## config.mk

```make
export PLATFORM = sky130hd
export DESIGN_NAME = ffca_ctrl
export DESIGN_NICKNAME = d
export VERILOG_FILES = /design/src/hdl/ffca_pkg.sv /design/src/hdl/ffca_ctrl.sv
export VERILOG_INCLUDE_DIRS = /design/src /design/src/hdl
export SDC_FILE = /design/constraint.sdc
export NUM_CORES = 1
export LEC_CHECK = 0
export BUFFER_PORTS_ARGS = -buffer_cell sky130_fd_sc_hd__buf_4
export CORE_MARGIN = 8
export CORE_UTILIZATION = 38
export DETAILED_ROUTE_END_ITERATION = 10
export PLACE_DENSITY = 0.67
export SLEW_MARGIN = 20
export SYNTH_ARGS = -nofsm -noshare
export SYNTH_HDL_FRONTEND = slang
export SYNTH_SLANG_ARGS = --single-unit
```

## constraint.sdc

```tcl
create_clock -name clk -period 1.85 [get_ports clk]
set_input_delay 0.37 -clock clk [delete_from_list [all_inputs] [get_ports clk]]
set_output_delay 0.37 -clock clk [all_outputs]
set_load 0.03 [all_outputs]
```

## src/hdl/first_fit_chunk_allocator_top_assert.svh

```systemverilog
// ----------------------------------------------------------------------------
// Assertion macros for the first-fit chunk allocator
// Shorthand for clocked implication checks that the allocator modules use.
// ----------------------------------------------------------------------------
`ifndef FIRST_FIT_CHUNK_ALLOCATOR_TOP_ASSERT_SVH
`define FIRST_FIT_CHUNK_ALLOCATOR_TOP_ASSERT_SVH

// Same-cycle implication, disabled while reset is high.
`define FFCA_ASSERT_NOW(label, ante, cons, msg) \
  label: assert property (@(posedge clk) disable iff (rst) (ante) |-> (cons)) \
    else $error(msg);

// Next-cycle implication, disabled while reset is high.
`define FFCA_ASSERT_NEXT(label, ante, cons, msg) \
  label: assert property (@(posedge clk) disable iff (rst) (ante) |=> (cons)) \
    else $error(msg);

`endif

```

## src/hdl/ffca_pkg.sv

```systemverilog
// ----------------------------------------------------------------------------
// ffca_pkg
// Constants, codes and controller/datapath interface types of the allocator.
// ----------------------------------------------------------------------------
package ffca_pkg;

  // Pool geometry.
  localparam int POOL_WORDS = 1024;
  localparam int MIN_POOL   = 3;
  localparam int RESET_POOL = 1024;
  localparam int RESET_LEN  = (RESET_POOL > POOL_WORDS) ? POOL_WORDS : RESET_POOL;
  localparam int ADDR_W     = $clog2(POOL_WORDS);
  localparam int PLEN_W     = ADDR_W + 1;

  // Field widths.
  localparam int CFG_W   = 11;
  localparam int REQ_W   = 14;
  localparam int OFF_W   = 13;
  localparam int LARGE_W = 14;
  localparam int NEED_W  = REQ_W - 2;
  localparam int HDR_W   = 12;
  localparam int POS_W   = 12;

  // Operation codes.
  typedef enum logic [1:0] {
    OP_INIT  = 2'd0,
    OP_ALLOC = 2'd1,
    OP_FREE  = 2'd2,
    OP_QUERY = 2'd3
  } op_t;

  // Kind of result to load into the output register.
  typedef enum logic [1:0] {
    RES_PLAIN,
    RES_TAKEN,
    RES_FAIL,
    RES_LARGEST
  } res_kind_t;

  // Datapath actions.
  typedef enum logic [4:0] {
    ACT_NONE,
    ACT_CLEAR,
    ACT_LATCH,
    ACT_INIT_WR,
    ACT_FREE_RD,
    ACT_FREE_WR,
    ACT_POS_START,
    ACT_POS_RD,
    ACT_TAKE_STEP,
    ACT_TAKE_EXACT,
    ACT_SPLIT_HEAD,
    ACT_SPLIT_REST,
    ACT_MG_START,
    ACT_FIRST_RD,
    ACT_SKIP_STEP,
    ACT_RUN_START,
    ACT_LAST_RD,
    ACT_RUN_STEP,
    ACT_MG_WR,
    ACT_Q_STEP,
    ACT_LOAD_RES
  } act_t;

  // Controller states.
  typedef enum logic [3:0] {
    ST_CLEAR,
    ST_IDLE,
    ST_DISPATCH,
    ST_FREE_WR,
    ST_TK_RD,
    ST_TK_CHK,
    ST_TK_SPLIT,
    ST_MG_FIRST_RD,
    ST_MG_FIRST_CHK,
    ST_MG_LAST_RD,
    ST_MG_LAST_CHK,
    ST_MG_WR,
    ST_Q_RD,
    ST_Q_CHK,
    ST_DONE
  } state_t;

  // Command from controller to datapath.
  typedef struct packed {
    act_t      act;
    res_kind_t kind;
  } dp_cmd_t;

  // Status from datapath to controller.
  typedef struct packed {
    op_t  op;
    logic free_ok;
    logic pos_end;
    logic first_end;
    logic last_end;
    logic hdr_neg;
    logic hdr_lt_need;
    logic hdr_eq_need;
    logic clr_last;
  } dp_status_t;

endpackage

```

## src/hdl/ffca_ctrl.sv

```systemverilog
// ----------------------------------------------------------------------------
// ffca_ctrl
// Sequencer for init, allocate, free and query; owns the beat handshakes.
// ----------------------------------------------------------------------------
module ffca_ctrl (
  input  logic                  clk,
  input  logic                  rst,
  input  logic                  in_valid,
  output logic                  in_stall,
  output logic                  out_valid,
  input  logic                  out_stall,
  input  ffca_pkg::dp_status_t  status,
  output ffca_pkg::dp_cmd_t     cmd
);
  import ffca_pkg::*;

  state_t    state, state_next;
  res_kind_t kind, kind_next;
  logic      retry, retry_next;
  logic      out_valid_next;
  logic      slot_free;

  // The output slot can take a new beat when empty or being drained.
  assign slot_free = !out_valid || !out_stall;
  assign in_stall  = (state != ST_IDLE);

  // State and control registers.
  always_ff @(posedge clk) begin
    if (rst) begin
      state     <= ST_CLEAR;
      kind      <= RES_PLAIN;
      retry     <= 1'b0;
      out_valid <= 1'b0;
    end else begin
      state     <= state_next;
      kind      <= kind_next;
      retry     <= retry_next;
      out_valid <= out_valid_next;
    end
  end

  // Next state and datapath commands.
  always_comb begin
    state_next     = state;
    kind_next      = kind;
    retry_next     = retry;
    out_valid_next = out_valid && out_stall;
    cmd.act        = ACT_NONE;
    cmd.kind       = kind;
    unique case (state)
      ST_CLEAR: begin
        cmd.act = ACT_CLEAR;
        if (status.clr_last) begin
          state_next = ST_IDLE;
        end
      end
      ST_IDLE: begin
        if (in_valid) begin
          cmd.act    = ACT_LATCH;
          state_next = ST_DISPATCH;
        end
      end
      ST_DISPATCH: begin
        unique case (status.op)
          OP_INIT: begin
            cmd.act    = ACT_INIT_WR;
            kind_next  = RES_PLAIN;
            state_next = ST_DONE;
          end
          OP_ALLOC: begin
            cmd.act    = ACT_POS_START;
            retry_next = 1'b0;
            state_next = ST_TK_RD;
          end
          OP_FREE: begin
            kind_next = RES_PLAIN;
            if (status.free_ok) begin
              cmd.act    = ACT_FREE_RD;
              state_next = ST_FREE_WR;
            end else begin
              state_next = ST_DONE;
            end
          end
          default: begin
            cmd.act    = ACT_MG_START;
            state_next = ST_MG_FIRST_RD;
          end
        endcase
      end
      ST_FREE_WR: begin
        cmd.act    = ACT_FREE_WR;
        state_next = ST_DONE;
      end
      // First-fit walk over the chunk headers.
      ST_TK_RD: begin
        if (status.pos_end) begin
          if (retry) begin
            kind_next  = RES_FAIL;
            state_next = ST_DONE;
          end else begin
            cmd.act    = ACT_MG_START;
            state_next = ST_MG_FIRST_RD;
          end
        end else begin
          cmd.act    = ACT_POS_RD;
          state_next = ST_TK_CHK;
        end
      end
      ST_TK_CHK: begin
        if (status.hdr_lt_need) begin
          cmd.act    = ACT_TAKE_STEP;
          state_next = ST_TK_RD;
        end else if (status.hdr_eq_need) begin
          cmd.act    = ACT_TAKE_EXACT;
          kind_next  = RES_TAKEN;
          state_next = ST_DONE;
        end else begin
          cmd.act    = ACT_SPLIT_HEAD;
          state_next = ST_TK_SPLIT;
        end
      end
      ST_TK_SPLIT: begin
        cmd.act    = ACT_SPLIT_REST;
        kind_next  = RES_TAKEN;
        state_next = ST_DONE;
      end
      // Merge pass: skip used chunks, then coalesce a run of free ones.
      ST_MG_FIRST_RD: begin
        if (status.first_end) begin
          cmd.act = ACT_POS_START;
          if (status.op == OP_ALLOC) begin
            retry_next = 1'b1;
            state_next = ST_TK_RD;
          end else begin
            state_next = ST_Q_RD;
          end
        end else begin
          cmd.act    = ACT_FIRST_RD;
          state_next = ST_MG_FIRST_CHK;
        end
      end
      ST_MG_FIRST_CHK: begin
        if (status.hdr_neg) begin
          cmd.act    = ACT_SKIP_STEP;
          state_next = ST_MG_FIRST_RD;
        end else begin
          cmd.act    = ACT_RUN_START;
          state_next = ST_MG_LAST_RD;
        end
      end
      ST_MG_LAST_RD: begin
        if (status.last_end) begin
          state_next = ST_MG_WR;
        end else begin
          cmd.act    = ACT_LAST_RD;
          state_next = ST_MG_LAST_CHK;
        end
      end
      ST_MG_LAST_CHK: begin
        if (status.hdr_neg) begin
          state_next = ST_MG_WR;
        end else begin
          cmd.act    = ACT_RUN_STEP;
          state_next = ST_MG_LAST_RD;
        end
      end
      ST_MG_WR: begin
        cmd.act    = ACT_MG_WR;
        state_next = ST_MG_FIRST_RD;
      end
      // Largest-free scan after the merge.
      ST_Q_RD: begin
        if (status.pos_end) begin
          kind_next  = RES_LARGEST;
          state_next = ST_DONE;
        end else begin
          cmd.act    = ACT_POS_RD;
          state_next = ST_Q_CHK;
        end
      end
      ST_Q_CHK: begin
        cmd.act    = ACT_Q_STEP;
        state_next = ST_Q_RD;
      end
      ST_DONE: begin
        if (slot_free) begin
          cmd.act        = ACT_LOAD_RES;
          out_valid_next = 1'b1;
          state_next     = ST_IDLE;
        end
      end
      default: begin
        state_next = ST_IDLE;
      end
    endcase
  end

  `include "first_fit_chunk_allocator_top_assert.svh"

  `FFCA_ASSERT_NEXT(a_accept_dispatch, in_valid && !in_stall, state == ST_DISPATCH, "accepted beat did not reach dispatch")
  `FFCA_ASSERT_NEXT(a_done_holds, state == ST_DONE && out_valid && out_stall, state == ST_DONE && out_valid, "result left while output slot was blocked")
  `FFCA_ASSERT_NEXT(a_done_loads, state == ST_DONE && slot_free, out_valid && state == ST_IDLE, "finished result was not presented")
  `FFCA_ASSERT_NEXT(a_retry_fails, state == ST_TK_RD && status.pos_end && retry, state == ST_DONE && kind == RES_FAIL, "second failed walk did not report failure")

endmodule

```

==> flow_summary.yaml <==
status:
  status: "complete, but fails checks"
  violations: "negative setup slack"
worst_setup_path:
  startpoint_type: "register"
  end_kind: "output port"
  crit_arrival_ns: 1.69
  crit_fanout: 5
  critical_path_required_ns: 1.48
  crit_type: "register to output port"
global_route:
  grt_remaining_overflow: 0
  grtUsageTotal_pct: 15.67
  grt_pass1_wl_mm: 5.609
  first_global_vias: 1217
  antenna_found_initial: 0
  grt_max_degree: 17
logic_synthesis:
  synth_cell_types: 47
  ys.flop_type: "dfxtp_1"
  ys_ff_latch: 8
  synth.area.top_cells: "dfxtp_1 (16%), a21oi_1 (6.1%), nand2_1 (5.3%)"
  synth_area_per_cell_um2: 7.178
  seq_area_frac_synth_pct: 16.28
  synth_top_area_share_pct: 16.28
  yosysWarnings: 0
  async_flop_share_pct: 0
  synth.most_common_cell: "nand2_1"
  synth_area_um2: 983.4
  synth_edf_count: 0
  synth_cells: 137
  yosys.area.top_type: "dfxtp_1"
  synth_nets: 151
  synth_common_cells: "nand2_1 (14), a21oi_1 (12), buf_2 (10), a31oi_1 (8), dfxtp_1 (8)"
routing:
  postRouteAntennaNets: 0
  first_pass_iters: 4
  vias: 1260
  viasPerCell: 6.176
  wl_per_cell_um: 16.98
  drt-total-wl_mm: 3.463
  drt_iter0_markers: 91
  drc_errors: 0
power:
  p_leak_nw: 0.5800
  p_per_area_nw_per_um2: 758.9
  ir_drop_mv: 0.4356
place:
  hpwl_mm: 2.645
  dp_slack_ns: -0.01039
  portBuffers: 22
  place_congestion: 0.9618
  place_inst: 199
cts:
  cts-root-buf: "clkbuf_4"
  htree_levels: 1
  clk_path_buf_depth: 2
  cts_sinks: 8
  numCtsBuffers: 3
  holdBufCountCts: 0
  path_clk_slew_ns: 0.07
  cts_tree: "built"
  clkLatencyLatePin_ns: 0.27
die:
  start_util_pct: 40.06
  pin_count: 23
  dieArea_um2: 4472
  die-height_um: 66.87
  die_x_um: 66.87
  core_um2: 2455
  num_rows: 18
timing:
  final_hold_viol_count: 0
  rsz0062_at_grt: "yes"
  fin_worst_skew_ns: 0.008150
  tightest_slew_ns: 0.4763
  slew_headroom_pct: 67.85
  max_freq_mhz: 484.3
  setup_viol: 5
  setup_ws_ns: -0.2150
  slew_viol_final: 0
  period_minus_slack_ns: 2.065
  fin_crit_sh_pct: 111.6
finish:
  seq_area_um2: 167.7
  fin_cells: 204
  drive_gt1_share_pct: 37.36
  nets: 190
  num_antenna_cells: 0
  area.growth.synth_to_final_pct: 39.31
  multi_input_area_um2: 729.5
  fillerInstances: 260
job:
  maxCapViolations: 0
min_path:
  hp-class: "primary input to register"
[final timing paths]
| check | cells after the start | slack, ns | end | from |
|---|---|---|---|---|
| min reg2reg | 2 | 0.53 | kind[0] | kind[0] |
| max reg2reg | 5 | 0.16 | state[1] | state[2] |
| min | 2 | 0.35 | state[2] | rst |
| max | 5 | -0.21 | cmd[2] | state[3] |
[what timing repair did]
action | 4_1_cts | 5_1_grt
setup buffers | 1 | 1
endpoints found under the setup margin | 5 | 5
gates resized for setup | 15 | 1
[cell families after synthesis]
logic type	after synthesis	synth area share (%)
adders and majority gates	1	1.018
and+or+nand+nor	50	29.01
DFF	8	16.28
buffers and inverters	21	12.34
AOI/OAI and AO/OA	57	41.35
[layout by cell type, fill, tap and decap left out, types with 2 or more instances in the layout]
cell type / n
a31oi_1: 8
nand2b_1: 4
nand3_1: 2
o32a_1: 3
o22ai_1: 2
o21a_1: 2
o21ai_0: 4
inv_1: 5
nor3_1: 3
o211ai_1: 3
buf_4: 44
nand2_1: 14
nor2b_1: 5
a211oi_1: 2
clkbuf_4: 3
a21o_1: 3
dfxtp_2: 3
a21oi_1: 12
or3_1: 2
dfxtp_1: 4
nor3b_1: 2
buf_6: 5
nor2_1: 5
and4b_1: 2
[registers in the layout, summed over array words and instances (netlist names)]
name       cells
retry          1
state          4
kind           2
out_valid      1
[stage by stage]
step | TNS [ns] | util [%] | hold slack [ns] | power (mW) | cell area, µm²
final | -0.5063 | 55.81 | 0.3460 | 1.040 | 1370
after global placement | 0 | 52.40 | 0.4999 | 0.8313 | 1286
after floorplan | 0 | - | 0.4727 | 0.6187 | 994.7
after global routing | -0.7881 | 55.81 | 0.3675 | 1.100 | 1370
after detailed placement | -0.01039 | 52.40 | 0.5104 | 0.8330 | 1286
after CTS | -0.3977 | 55.35 | 0.3384 | 1.023 | 1359
[critical path, stage by stage, from the launching register on]
cell,delay [ns]
dfxtp_2,0.34
or2_4,0.25
or3_4,0.33
o32a_1,0.31
nand3_2,0.07
buf_6,0.13
[layer usage]
metal  global-route usage [%]  share of wire (%)  wire, µm  vias up
li1                         -                  -         -      603
met1                    19.90                 42      1447      591
met2                    26.40                 48      1666       57
met3                    2.181                8.3       287        9
met4                    4.961                1.8        62        0
met5                        0                  0         0        -
[power breakdown]
| group | total (mW) | switching (mW) | internal, mW |
|---|---|---|---|
| clock | 0.150 | 0.0744 | 0.0751 |
| sequential | 0.215 | 0.0269 | 0.188 |
| combinational | 0.675 | 0.364 | 0.311 |
| total | 1.04 | 0.465 | 0.575 |
[cell type report]
| class | count | share of cell area [%] |
|---|---|---|
| Timing Repair Buffer | 49 | 28.22 |
| Clock buffer | 3 | 1.644 |
| Sequential cell | 8 | 12.24 |
| Multi-Input combinational cell | 108 | 53.24 |
| Tap cell | 30 | 2.740 |
| Inverter | 6 | 1.918 |
No activity file was read; power rests on OpenSTA's default activity.
